--- config.mk ---
export PLATFORM = sky130hd
export DESIGN_NAME = motor_feedback_multiturn_decoder_core
export DESIGN_NICKNAME = d
export VERILOG_FILES = /design/src/design/mfmd_pkg.sv /design/src/design/mfmd_ram.sv /design/src/design/motor_feedback_multiturn_decoder_core.sv
export SDC_FILE = /design/constraint.sdc
export NUM_CORES = 1
export LEC_CHECK = 0
export BUFFER_PORTS_ARGS = -buffer_cell sky130_fd_sc_hd__buf_2
export CORE_ASPECT_RATIO = 1.5
export CORE_MARGIN = 4
export CORE_UTILIZATION = 48
export CTS_CLUSTER_SIZE = 12
export DETAILED_ROUTE_END_ITERATION = 8
export MAX_ROUTING_LAYER = met4
export PLACE_DENSITY = 0.71
export REMOVE_ABC_BUFFERS = 1
export SYNTH_ARGS = -nofsm -noshare
export SYNTH_HDL_FRONTEND = slang
export SYNTH_SLANG_ARGS = --single-unit
export TNS_END_PERCENT = 20
--- constraint.sdc ---
create_clock -name clk -period 9.7 [get_ports clk]
set_input_delay 2.425 -clock clk [delete_from_list [all_inputs] [get_ports clk]]
set_output_delay 2.425 -clock clk [all_outputs]
set_load 0.02 [all_outputs]
--- src/design/mfmd_pkg.sv ---
// shared types and constants for the multi-turn motor feedback decoder
package mfmd_pkg;

  localparam int MAX_MOTORS = 8;
  localparam int MOTOR_W    = $clog2(MAX_MOTORS);

  localparam logic [10:0] ID_FIRST = 11'h201;
  localparam logic [10:0] ID_LAST  = 11'h208;
  localparam logic [10:0] ID_BASE  = 11'h200;

  localparam logic signed [15:0] FOLD_LIMIT = 16'sd4096;

  localparam logic [15:0] PPR_RESET       = 16'd8191;
  localparam logic [3:0]  MOTORS_RESET    = 4'd8;
  localparam logic [3:0]  SMALL_RESET     = 4'd4;
  localparam logic [3:0]  MOTOR_LIMIT     = 4'(MAX_MOTORS);

  localparam int CFG_INDEX_W = 2;
  localparam int CFG_DATA_W  = 16;

  localparam logic [CFG_INDEX_W-1:0] REG_PULSES_PER_ROUND  = 2'd0;
  localparam logic [CFG_INDEX_W-1:0] REG_MOTORS_IN_USE     = 2'd1;
  localparam logic [CFG_INDEX_W-1:0] REG_SMALL_MOTOR_COUNT = 2'd2;

  localparam logic REQ_FRAME = 1'b0;
  localparam logic REQ_ZERO  = 1'b1;

  // per-motor stored entry: last reading above running total
  localparam int ENTRY_W = 48;

  typedef struct packed {
    logic        req_type;
    logic [2:0]  zero_motor;
    logic        is_standard_id;
    logic        is_data_frame;
    logic [10:0] frame_id;
    logic [63:0] frame_payload;
  } req_beat_t;

  typedef struct packed {
    logic               accepted;
    logic [2:0]         motor_index;
    logic signed [15:0] raw_angle;
    logic signed [15:0] motor_speed;
    logic signed [15:0] motor_current;
    logic signed [7:0]  motor_temp;
    logic               has_temperature;
    logic signed [15:0] angle_step;
    logic signed [31:0] position_total;
  } rsp_beat_t;

endpackage

--- src/design/mfmd_ram.sv ---
// generic single-write, single-read ram with registered read data
module mfmd_ram #(
  parameter int WIDTH = 8,
  parameter int DEPTH = 8
) (
  input  logic                     clk,
  input  logic                     we,
  input  logic [$clog2(DEPTH)-1:0] waddr,
  input  logic [WIDTH-1:0]         wdata,
  input  logic                     re,
  input  logic [$clog2(DEPTH)-1:0] raddr,
  output logic [WIDTH-1:0]         rdata
);

  logic [WIDTH-1:0] mem [DEPTH];

  always_ff @(posedge clk) begin
    if (we) begin
      mem[waddr] <= wdata;
    end
    if (re) begin
      rdata <= mem[raddr];
    end
  end

endmodule

--- src/design/motor_feedback_multiturn_decoder_core.sv ---
// top level of the multi-turn motor feedback decoder
//
// Takes one beat per clock, unless stalled: a received bus frame or a zero
// request. Each beat gives one result beat, which passes through the decode
// stage and then the result register. Per-motor last reading and running total
// sit in an 8-entry ram read in the cycle the beat is accepted and written
// back as the beat leaves the decode stage; a write to the entry that the next
// beat reads is forwarded, so back-to-back frames for one motor sustain one
// beat per cycle while the output is not stalled. The zero-pending flags and
// the entry valid bits are flip-flops that reset sets or clears at once, so no
// clearing pass is needed. The request side stalls only while a finished
// result waits on a stalled output and the decode stage is also full.
module motor_feedback_multiturn_decoder_core (
  input  logic                                clk,
  input  logic                                rst,
  input  logic                                req_valid,
  output logic                                req_stall,
  input  mfmd_pkg::req_beat_t                 req_beat,
  output logic                                rsp_valid,
  input  logic                                rsp_stall,
  output mfmd_pkg::rsp_beat_t                 rsp_beat,
  input  logic                                cfg_wen,
  input  logic [mfmd_pkg::CFG_INDEX_W-1:0]    cfg_index,
  input  logic [mfmd_pkg::CFG_DATA_W-1:0]     cfg_data
);
  import mfmd_pkg::*;

  // configuration
  logic [15:0] pulses_per_round;
  logic [3:0]  motors_in_use;
  logic [3:0]  small_motor_count;

  always_ff @(posedge clk) begin
    if (rst) begin
      pulses_per_round  <= PPR_RESET;
      motors_in_use     <= MOTORS_RESET;
      small_motor_count <= SMALL_RESET;
    end else if (cfg_wen) begin
      case (cfg_index)
        REG_PULSES_PER_ROUND:  pulses_per_round  <= cfg_data[15:0];
        REG_MOTORS_IN_USE:     motors_in_use     <= cfg_data[3:0];
        REG_SMALL_MOTOR_COUNT: small_motor_count <= cfg_data[3:0];
        default: ;
      endcase
    end
  end

  // decode at acceptance
  logic               accept;
  logic [3:0]         lim;
  logic [3:0]         frame_n;
  logic               id_ok;
  logic               s0_ok;
  logic [MOTOR_W-1:0] s0_motor;

  assign accept = req_valid && !req_stall;

  always_comb begin
    lim     = (motors_in_use > MOTOR_LIMIT) ? MOTOR_LIMIT : motors_in_use;
    frame_n = 4'(req_beat.frame_id - ID_BASE);
    id_ok   = (req_beat.frame_id >= ID_FIRST) && (req_beat.frame_id <= ID_LAST);
    if (req_beat.req_type == REQ_ZERO) begin
      s0_motor = req_beat.zero_motor;
      s0_ok    = {1'b0, req_beat.zero_motor} < lim;
    end else begin
      s0_motor = MOTOR_W'(frame_n - 4'd1);
      s0_ok    = req_beat.is_standard_id && req_beat.is_data_frame && id_ok &&
                 (frame_n <= lim);
    end
  end

  // state ram
  logic               ram_we;
  logic [ENTRY_W-1:0] ram_wdata;
  logic [ENTRY_W-1:0] ram_rdata;
  logic [MOTOR_W-1:0] ram_waddr;

  mfmd_ram #(
    .WIDTH (ENTRY_W),
    .DEPTH (MAX_MOTORS)
  ) u_state_ram (
    .clk   (clk),
    .we    (ram_we),
    .waddr (ram_waddr),
    .wdata (ram_wdata),
    .re    (accept),
    .raddr (s0_motor),
    .rdata (ram_rdata)
  );

  logic [MAX_MOTORS-1:0] entry_valid;
  logic [MAX_MOTORS-1:0] zero_pending;

  // stage 1 registers
  logic               s1_valid;
  logic               s1_ok;
  logic               s1_zero;
  logic [MOTOR_W-1:0] s1_motor;
  logic [15:0]        s1_angle;
  logic [15:0]        s1_speed;
  logic [15:0]        s1_current;
  logic [7:0]         s1_temp;
  logic               s1_has_temp;
  logic               s1_fwd;
  logic [ENTRY_W-1:0] s1_fwd_data;
  logic               s1_prev_valid;
  logic               s1_move;

  assign s1_move   = s1_valid && (!rsp_valid || !rsp_stall);
  assign req_stall = s1_valid && !s1_move;

  always_ff @(posedge clk) begin
    if (rst) begin
      s1_valid <= 1'b0;
    end else if (accept) begin
      s1_valid <= 1'b1;
    end else if (s1_move) begin
      s1_valid <= 1'b0;
    end
  end

  always_ff @(posedge clk) begin
    if (accept) begin
      s1_ok         <= s0_ok;
      s1_zero       <= req_beat.req_type == REQ_ZERO;
      s1_motor      <= s0_motor;
      s1_angle      <= req_beat.frame_payload[63:48];
      s1_speed      <= req_beat.frame_payload[47:32];
      s1_current    <= req_beat.frame_payload[31:16];
      s1_temp       <= req_beat.frame_payload[15:8];
      s1_has_temp   <= frame_n > small_motor_count;
      // write-back landing on the entry being read this edge
      s1_fwd        <= ram_we && (ram_waddr == s0_motor);
      s1_fwd_data   <= ram_wdata;
      s1_prev_valid <= entry_valid[s0_motor];
    end
  end

  // stage 1 arithmetic
  logic [ENTRY_W-1:0] old_entry;
  logic [15:0]        old_last;
  logic [31:0]        old_total;
  logic [15:0]        gap;
  logic [15:0]        step;
  logic [31:0]        total_new;
  rsp_beat_t          s1_rsp;

  always_comb begin
    if (s1_fwd) begin
      old_entry = s1_fwd_data;
    end else if (s1_prev_valid) begin
      old_entry = ram_rdata;
    end else begin
      old_entry = '0;
    end
    old_last  = old_entry[47:32];
    old_total = old_entry[31:0];
    gap       = s1_angle - old_last;
    if (($signed(gap) > FOLD_LIMIT) || ($signed(gap) < -FOLD_LIMIT)) begin
      step = gap[15] ? (gap + pulses_per_round) : (gap - pulses_per_round);
    end else begin
      step = gap;
    end
    total_new = zero_pending[s1_motor] ? 32'd0 : (old_total + {{16{step[15]}}, step});

    s1_rsp = '0;
    if (s1_ok) begin
      s1_rsp.accepted    = 1'b1;
      s1_rsp.motor_index = s1_motor;
      if (s1_zero) begin
        s1_rsp.position_total = old_total;
      end else begin
        s1_rsp.raw_angle       = s1_angle;
        s1_rsp.motor_speed     = s1_speed;
        s1_rsp.motor_current   = s1_current;
        s1_rsp.motor_temp      = s1_has_temp ? s1_temp : 8'd0;
        s1_rsp.has_temperature = s1_has_temp;
        s1_rsp.angle_step      = step;
        s1_rsp.position_total  = total_new;
      end
    end
  end

  assign ram_we    = s1_move && s1_ok && !s1_zero;
  assign ram_waddr = s1_motor;
  assign ram_wdata = {s1_angle, total_new};

  always_ff @(posedge clk) begin
    if (rst) begin
      entry_valid  <= '0;
      zero_pending <= '1;
    end else if (s1_move && s1_ok) begin
      if (s1_zero) begin
        zero_pending[s1_motor] <= 1'b1;
      end else begin
        zero_pending[s1_motor] <= 1'b0;
        entry_valid[s1_motor]  <= 1'b1;
      end
    end
  end

  // result register
  always_ff @(posedge clk) begin
    if (rst) begin
      rsp_valid <= 1'b0;
    end else if (s1_move) begin
      rsp_valid <= 1'b1;
    end else if (!rsp_stall) begin
      rsp_valid <= 1'b0;
    end
  end

  always_ff @(posedge clk) begin
    if (s1_move) begin
      rsp_beat <= s1_rsp;
    end
  end

endmodule

# --- Word level (Yosys, flattened, before mapping) ---
# Memory sizes are Yosys's and may differ from the RTL's. A register that Yosys moved wholly into a read port is not among the register bits.
# Index checks and enable logic that the tools add are counted.
word_totals:
  in_bits: 104
  mem_count: 1
  mem_bits_rw: 384
  regBits: 263
  output_inout_bits: 111
op_classes:
  order_cmp: 11
  bitwise_logic: 7
  reduce_logical: 26
  add_sub_neg: 6
  mux: 25
  n_eq_ne: 4
mem_list:
  columns: ["name", "words", "word_bits", "read_ports", "rd_clocked_by_memory_dff", "write_ports", "line", "text"]
  rows:
  - ["u_state_ram.mem", 8, 48, 1, 1, 1, "mfmd_ram.sv:15", "logic [WIDTH-1:0] mem [DEPTH];"]
op_table:
  columns: ["cell", "count"]
  rows:
  - ["$mux 109", 1]
  - ["$mux 48", 2]
  - ["$mux 73", 1]
  - ["$mux 32", 2]
  - ["$add 32x32->32", 1]
  - ["$mux 16", 2]
  - ["$sub 16x16->16", 2]
  - ["$add 16x16->16", 1]
  - ["$gt 16x14->1 const B", 1]
  - ["$lt 16x13->1 const B", 1]
  - ["$mux 8", 2]
  - ["$or 8x8->8", 2]
  - ["$ge 11x10->1 const B", 1]
  - ["$le 11x10->1 const B", 1]
  - ["$logic_and 1x1->1", 11]
  - ["$mux 1", 10]
  - ["$and 8x8->8", 1]
  - ["$lt 3x4->1 const B", 2]
  - ["$not 8->8", 1]
  - ["$reduce_and 2->1", 4]
  - ["$bmux 1 s3", 2]
  - ["$logic_not 1->1", 5]
  - ["$gt 4x4->1", 1]
  - ["$gt 4x4->1 const B", 1]
  - ["other kinds (18)", 21]

# --- Logic depth before layout (Yosys ltp) ---
depth:
  depth_word: 10
  ltp_mapped: 40

# --- Cells and area by module ---
# A second synthesis with hierarchy kept.
unflattened:
  cells_unflattened: 2005
  hier_area_um2: 30950.9
by_module_without_submodules:
  columns: ["module", "cells_each", "area_per_inst_um2", "seq_area_each_um2", "instances"]
  rows:
  - ["mfmd_ram", 616, 16100.4, 12972.4, 1]
  - ["motor_feedback_multiturn_decoder_core", 1389, 14850.5, 7477.2, 1]

# --- Worst setup path after synthesis ---
# No wires, ideal clock.
synth_timing:
  path_type: "input to register"
  startpoint: "input rsp_stall"
  endpoint: "register s1_motor[0] (netlist: ram_waddr[0]), enable pin"
  required_time_ps: 9003
  setup_ps: 697
  path_buffers: 0
  path_stages: 2
  arrival_ps: 9712
  setup_slack_ps: -709
  cell_sequence: "and3_1 -> nor2b_1"
synth_between:
  elab_chain_cells: 7
synth_lines:
  columns: ["element", "line", "text"]
  rows:
  - ["start: declaration", "motor_feedback_multiturn_decoder_core.sv:20", "input logic rsp_stall,"]
  - ["$logic_not 1->1", null, null]
  - ["$logic_or 1x1->1", "motor_feedback_multiturn_decoder_core.sv:109", "assign s1_move = s1_valid && (!rsp_valid || !rsp_stall);"]
  - ["$logic_and 1x1->1", "motor_feedback_multiturn_decoder_core.sv:109", null]
  - ["$logic_not 1->1", "motor_feedback_multiturn_decoder_core.sv:110", "assign req_stall = s1_valid && !s1_move;"]
  - ["$logic_and 1x1->1", "motor_feedback_multiturn_decoder_core.sv:110", null]
  - ["$logic_not 1->1", "motor_feedback_multiturn_decoder_core.sv:56", "assign accept = req_valid && !req_stall;"]
  - ["$logic_and 1x1->1", "motor_feedback_multiturn_decoder_core.sv:56", null]
  - ["via accept", "motor_feedback_multiturn_decoder_core.sv:49", "logic accept;"]
  - ["end signal: assignment", "motor_feedback_multiturn_decoder_core.sv:126", "s1_motor <= s0_motor;"]
  - ["end: declaration", "motor_feedback_multiturn_decoder_core.sv:98", "logic [MOTOR_W-1:0] s1_motor;"]
# The timed path passes the listed nets, and every way through them passes these cells.
# A chain may end at the register's enable or synchronous reset.

# --- Worst setup path in the final report ---
layout_timing:
  startpoint: "register s1_fwd"
  endpoint: "memory u_state_ram.mem[6][30] (netlist name) (data pin)"
layout_between:
  elab_chain_cells: 7
  word_cells_on_any_way: 11
  cone_classes: "4 x add/sub; 2 x order compare; 4 x mux; 1 x reduce/logical"
layout_lines:
  columns: ["element", "line", "text"]
  rows:
  - ["start: declaration", "motor_feedback_multiturn_decoder_core.sv:104", "logic s1_fwd;"]
  - ["start signal: assignment", "motor_feedback_multiturn_decoder_core.sv:133", "s1_fwd <= ram_we && (ram_waddr == s0_motor);"]
  - ["$mux 48 (*)", "motor_feedback_multiturn_decoder_core.sv:149", "if (s1_fwd) begin"]
  - ["$sub 16x16->16", "motor_feedback_multiturn_decoder_core.sv:158", "gap = s1_angle - old_last;"]
  - ["$sub 16x16->16 (tied with other cells)", "motor_feedback_multiturn_decoder_core.sv:160", "step = gap[15] ? (gap + pulses_per_round) : (gap - pulses_per_round);"]
  - ["$mux 16 or $logic_or 1x1->1 (tied branches)", "motor_feedback_multiturn_decoder_core.sv:160, motor_feedback_multiturn_decoder_core.sv:159", null]
  - ["$mux 16", "motor_feedback_multiturn_decoder_core.sv:159", "if (($signed(gap) > FOLD_LIMIT) || ($signed(gap) < -FOLD_LIMIT)) begin"]
  - ["$add 32x32->32 (*)", "motor_feedback_multiturn_decoder_core.sv:164", "total_new = zero_pending[s1_motor] ? 32'd0 : (old_total + {{16{step[15]}}, step});"]
  - ["$mux 32 (*)", "motor_feedback_multiturn_decoder_core.sv:164", null]
  - ["via total_new[30]", "motor_feedback_multiturn_decoder_core.sv:145", "logic [31:0] total_new;"]
  - ["end: declaration", "mfmd_ram.sv:15", null]
# The timed path passes the listed nets; every way through them passes the cells marked *.

==> tab_implementation.tex <==
\begin{tabular}{lr}
\hline
Metric & Value \\
\hline
\multicolumn{2}{l}{\textbf{Power and ir drop}} \\
\quad Switching share of total power & 31.32\% \\
\quad Portion of total power attributed to the clock network & 27.4\% \\
\quad Leakage & 12.13 nW \\
\quad Cell internal pwr & 6.037 mW \\
\quad Power density over cell area & 256.9 nW/µm² \\
\quad Switching pwr & 2.753 mW \\
\quad Worst ir drop on vdd & 143.9 µV \\
\quad Post-route total power & 8.790 mW \\
\quad Sequential cell fraction of total power & 43.4\% \\
\quad Combinational fraction of design power & 29.2\% \\
\multicolumn{2}{l}{\textbf{GRT}} \\
\quad Maximum number of pins on one net before global-route repair & 160 \\
\quad Antenna violations before repair & 0 \\
\quad Total gr overflow & 0 \\
\quad Total Routing Usage GR & 21.19\% \\
\quad Global-route wire length before repair & 105400 µm \\
\quad Number of global-route vias before repair & 18050 \\
\multicolumn{2}{l}{\textbf{STA}} \\
\quad Measured slew at the worst slew-check pin & 1137 ps \\
\quad Number of max-slew violations in the final report & 0 \\
\quad Hold Vio Cnt, Final & 0 \\
\quad Final critical-path share of the clock period & 92.95\% \\
\quad Setup ws final & 684.1 ps \\
\quad Clock period minus worst slack & 9016 ps \\
\quad Number of failing setup endpoints in the final timing report & 0 \\
\quad Maximum frequency from static timing analysis & 110.9 MHz \\
\quad Setup TNS Final & 0 ps \\
\quad Setup clock skew after layout & 37.96 ps \\
\quad Unrepaired setup endpoints after global routing & no \\
\quad Normalized max-slew margin & 24.17\% \\
\multicolumn{2}{l}{\textbf{Drt}} \\
\quad Vias after detailed routing & 17480 \\
\quad Post-DR wirelength/cell & 23.54 µm \\
\quad Antenna Nets Post-Route & 0 \\
\quad Per-cell via count in the routed design & 5.924 \\
\quad Wire length reported by the detailed router & 69460 µm \\
\quad Drt pass-1 iters & 5 \\
\quad Post-detailed-route DRC marker count & 0 \\
\quad Detailed router's first-iteration violation count & 1629 \\
\multicolumn{2}{l}{\textbf{Yosys}} \\
\quad Distinct cells, synth & 91 \\
\quad Number of warnings issued by yosys & 0 \\
\quad Most common flop cell mapped by yosys & sky130\_fd\_sc\_hd\_\_edfxtp\_1 \\
\quad Async set or reset register ratio after synthesis & 0\% \\
\quad Sequential element share of the synthesized area & 67.79\% \\
\quad Synthesized area per cell & 15.96 µm² \\
\quad Top post-synthesis cells by area & sky130\_fd\_sc\_hd\_\_edfxtp\_1, sky130\_fd\_sc\_hd\_\_mux4\_2, sky130\_fd\_sc\_hd\_\_ha\_1 \\
\quad Top-area cell type share of the netlist area & 65.00\% \\
\quad Synthesized flop and latch total & 695 \\
\quad Post-synthesis cell type with the largest combined area & sky130\_fd\_sc\_hd\_\_edfxtp\_1 \\
\quad Post-Syn Area & 30170 µm² \\
\quad Most frequent cell after synthesis & sky130\_fd\_sc\_hd\_\_edfxtp\_1 \\
\quad Gate count after technology mapping & 1890 \\
\quad Ranking of synthesized cells by instance count & sky130\_fd\_sc\_hd\_\_edfxtp\_1, sky130\_fd\_sc\_hd\_\_nor2\_1, sky130\_fd\_sc\_hd\_\_mux4\_2 \\
\quad Number of enable-type register cells in the synthesized netlist & 653 \\
\multicolumn{2}{l}{\textbf{Setup path}} \\
\quad Worst endpoint data arrival time & 9390 ps \\
\quad Type of element capturing the critical path & flip-flop \\
\quad Endpoint of the worst register-to-register path & u\_state\_ram.mem[6][30] \\
\quad Depth of the worst register-to-register path & 32 \\
\quad Category of the most critical setup path & reg2reg \\
\quad Startpoint of the worst-slack reg-to-reg timing path & s1\_fwd \\
\quad Startpoint Class & flip-flop \\
\quad Delay of the slowest cell on the worst path & 660 ps \\
\quad Data required time of the critical path & 10070 ps \\
\quad Register-to-register setup slack & 680 ps \\
\quad Library cell contributing the largest single delay on the critical path & sky130\_fd\_sc\_hd\_\_edfxtp\_1 \\
\quad Critical path fanouts, max & 19 \\
\quad First element of the critical path & s1\_fwd \\
\multicolumn{2}{l}{\textbf{Clocking}} \\
\quad Maximum level of the CTS H-tree & 3 \\
\quad Clock-pin slew of the registers on the worst-case setup and hold paths & 60 ps \\
\quad Clock network latency to the later pin of the worst-skew pair & 620 ps \\
\quad Clock Path Buffers & 3 \\
\quad Clock buffers created by TritonCTS & 70 \\
\quad CTS tree & done \\
\quad Hold-fix buffer count after cts & 0 \\
\quad Master cell of the clock root buffer & sky130\_fd\_sc\_hd\_\_clkbuf\_16 \\
\quad Clock Sinks & 695 \\
\multicolumn{2}{l}{\textbf{Floorplan}} \\
\quad Area of the core & 62220 µm² \\
\quad Initial core utilization & 48.48\% \\
\quad Height of the die & 315.0 µm \\
\quad Total number of placement rows & 112 \\
\quad Die width & 212.7 µm \\
\quad Number of placed I/O pins & 215 \\
\quad DIE AREA & 67000 µm² \\
\multicolumn{2}{l}{\textbf{Cells and area}} \\
\quad Total area of multi-input combinational cells & 9330 µm² \\
\quad Utilization after layout & 55.00\% \\
\quad Layout net count & 2299 \\
\quad FF+latch area & 20450 µm² \\
\quad Area overhead of the layout relative to synthesis & 13.43\% \\
\quad Inserted Diodes & 0 \\
\quad Fraction of layout instances using a drive strength above 1 & 24.52\% \\
\quad FILL cells & 4829 \\
\multicolumn{2}{l}{\textbf{Hold path}} \\
\quad HP Class & reg2reg \\
\quad Count of cells along the worst hold path & 2 \\
\quad Hold path startpoint & entry\_valid[6] \\
\quad Hold worst-path end & entry\_valid[6] \\
\multicolumn{2}{l}{\textbf{Flow run}} \\
\quad \# Max-Cap Violations & 0 \\
\multicolumn{2}{l}{\textbf{Placement}} \\
\quad Count of buffers inserted at the top-level ports & 206 \\
\quad Placer Congestion & 0.9349 \\
\quad Total half-perimeter wirelength after legalization and detailed placement & 41430 µm \\
\quad Pre-CTS setup slack & 450.0 ps \\
\multicolumn{2}{l}{\textbf{Status}} \\
\quad Result of the run & finished, final reports clean \\
\hline
\end{tabular}
==> what timing repair did <==
action	4_1_cts	5_1_grt
resized for setup	0	4
endpoints found under the setup margin	0	31
buffers inserted	0	0
==> layout by cell type, fill, tap and decap left out, types with 16 or more instances in the layout <==
cell type                   instances
sky130_fd_sc_hd__edfxtp_1         653
sky130_fd_sc_hd__buf_2            206
sky130_fd_sc_hd__nor2_1           108
sky130_fd_sc_hd__mux4_2            98
sky130_fd_sc_hd__and2_1            77
sky130_fd_sc_hd__nand2_1           74
sky130_fd_sc_hd__ha_1              70
sky130_fd_sc_hd__clkbuf_16         70
sky130_fd_sc_hd__a21oi_1           69
sky130_fd_sc_hd__mux2_2            61
sky130_fd_sc_hd__inv_1             46
sky130_fd_sc_hd__xnor2_1           46
sky130_fd_sc_hd__dfxtp_1           42
sky130_fd_sc_hd__o21ai_0           37
sky130_fd_sc_hd__buf_4             31
sky130_fd_sc_hd__a22o_1            30
sky130_fd_sc_hd__a22oi_1           28
sky130_fd_sc_hd__mux2i_1           22
sky130_fd_sc_hd__nor2b_1           22
sky130_fd_sc_hd__xor2_1            22
sky130_fd_sc_hd__a21o_1            21
sky130_fd_sc_hd__nor3_1            16
sky130_fd_sc_hd__nand2b_1          16
sky130_fd_sc_hd__a211o_1           16
==> cell families (layout without fill, tap and decap cells) <==
| family | Yosys count | count (layout) | share of synthesized area (%) |
|---|---|---|---|
| multiplexers | 184 | 184 | 10.46 |
| AO/OA/AOI/OAI | 324 | 324 | 7.686 |
| flip-flops | 695 | 695 | 67.79 |
| adder cells (fa/ha/maj) | 73 | 73 | 3.103 |
| XOR/XNOR | 70 | 70 | 2.032 |
| buffers and inverters | 126 | 389 | 1.601 |
| AND/OR/NAND/NOR | 418 | 418 | 7.321 |
==> per-stage QoR <==
| step | std cells | area (µm²) | hold WS, ps |
|---|---|---|---|
| 3_5_place_dp | 2848 | 32240 | 458.5 |
| 4_1_cts | 2951 | 34190 | 472.3 |
| 5_1_grt | 2951 | 34220 | 501.6 |
| 2_1_floorplan | 1811 | 29860 | 434.8 |
| 6_report | 2951 | 34220 | 466.9 |
| 3_3_place_gp | 2848 | 32240 | 444.4 |
==> final cells by class <==
cell class	count	share of cell area, %
clock buffers	85	5.284
inverters	47	0.5229
repair buffers	239	3.810
multi-input cells	1069	27.27
clock inverters	18	0.4351
well taps	798	2.918
flip-flops and latches	695	59.76
==> power groups by stage <==
stage                     Combinational (mW)  Sequential (mW)  Clock, mW
after floorplan                         1.82             3.92          0
after global placement                  2.44             3.87          0
after global routing                    2.81             3.83       2.58
after CTS                               2.53             3.82       2.46
final                                   2.57             3.82       2.41
after detailed placement                2.52             3.88          0
==> worst max-delay path by stage <==
stage	end	slack [ps]	depth (start not counted)
CTS	u_state_ram.mem[5][30]	430	32
finish	u_state_ram.mem[6][30]	680	32
global placement	u_state_ram.mem[7][29]	760	33
floorplan	s1_prev_valid	-3860	4
detailed placement	u_state_ram.mem[4][30]	450	32
global route	s1_fwd_data[26]	80	32
==> per-layer routing <==
| metal | track usage [%] | vias to the layer above | part of all wire (%) |
|---|---|---|---|
| met5 | - | - | 0 |
| met4 | 9.331 | 0 | 4.4 |
| met3 | 3.374 | 177 | 6.1 |
| met2 | 34.73 | 651 | 49 |
| met1 | 26.23 | 8795 | 40 |
| li1 | - | 7860 | - |
==> state kept, by name, indices dropped and copies added (netlist names), 16 cells and up, named ones only <==
signal and count:
rsp_beat 109, pulses_per_round 16, u_state_ram.mem 384, s1_angle 16, s1_current 16, u_state_ram.rdata 48
s1_speed 16, s1_fwd_data 48
==> critical path: cells and delay by family (launching register included) <==
family                   cells  cell delay [ps]
flip-flops                   1              660
multiplexers                 1              180
AO/OA/AOI/OAI               17             4000
adder cells (fa/ha/maj)      3             1010
AND/OR/NAND/NOR              6             1970
XOR/XNOR                     2              600
buffers and inverters        3              350
Power figures use the tool's default switching activity.
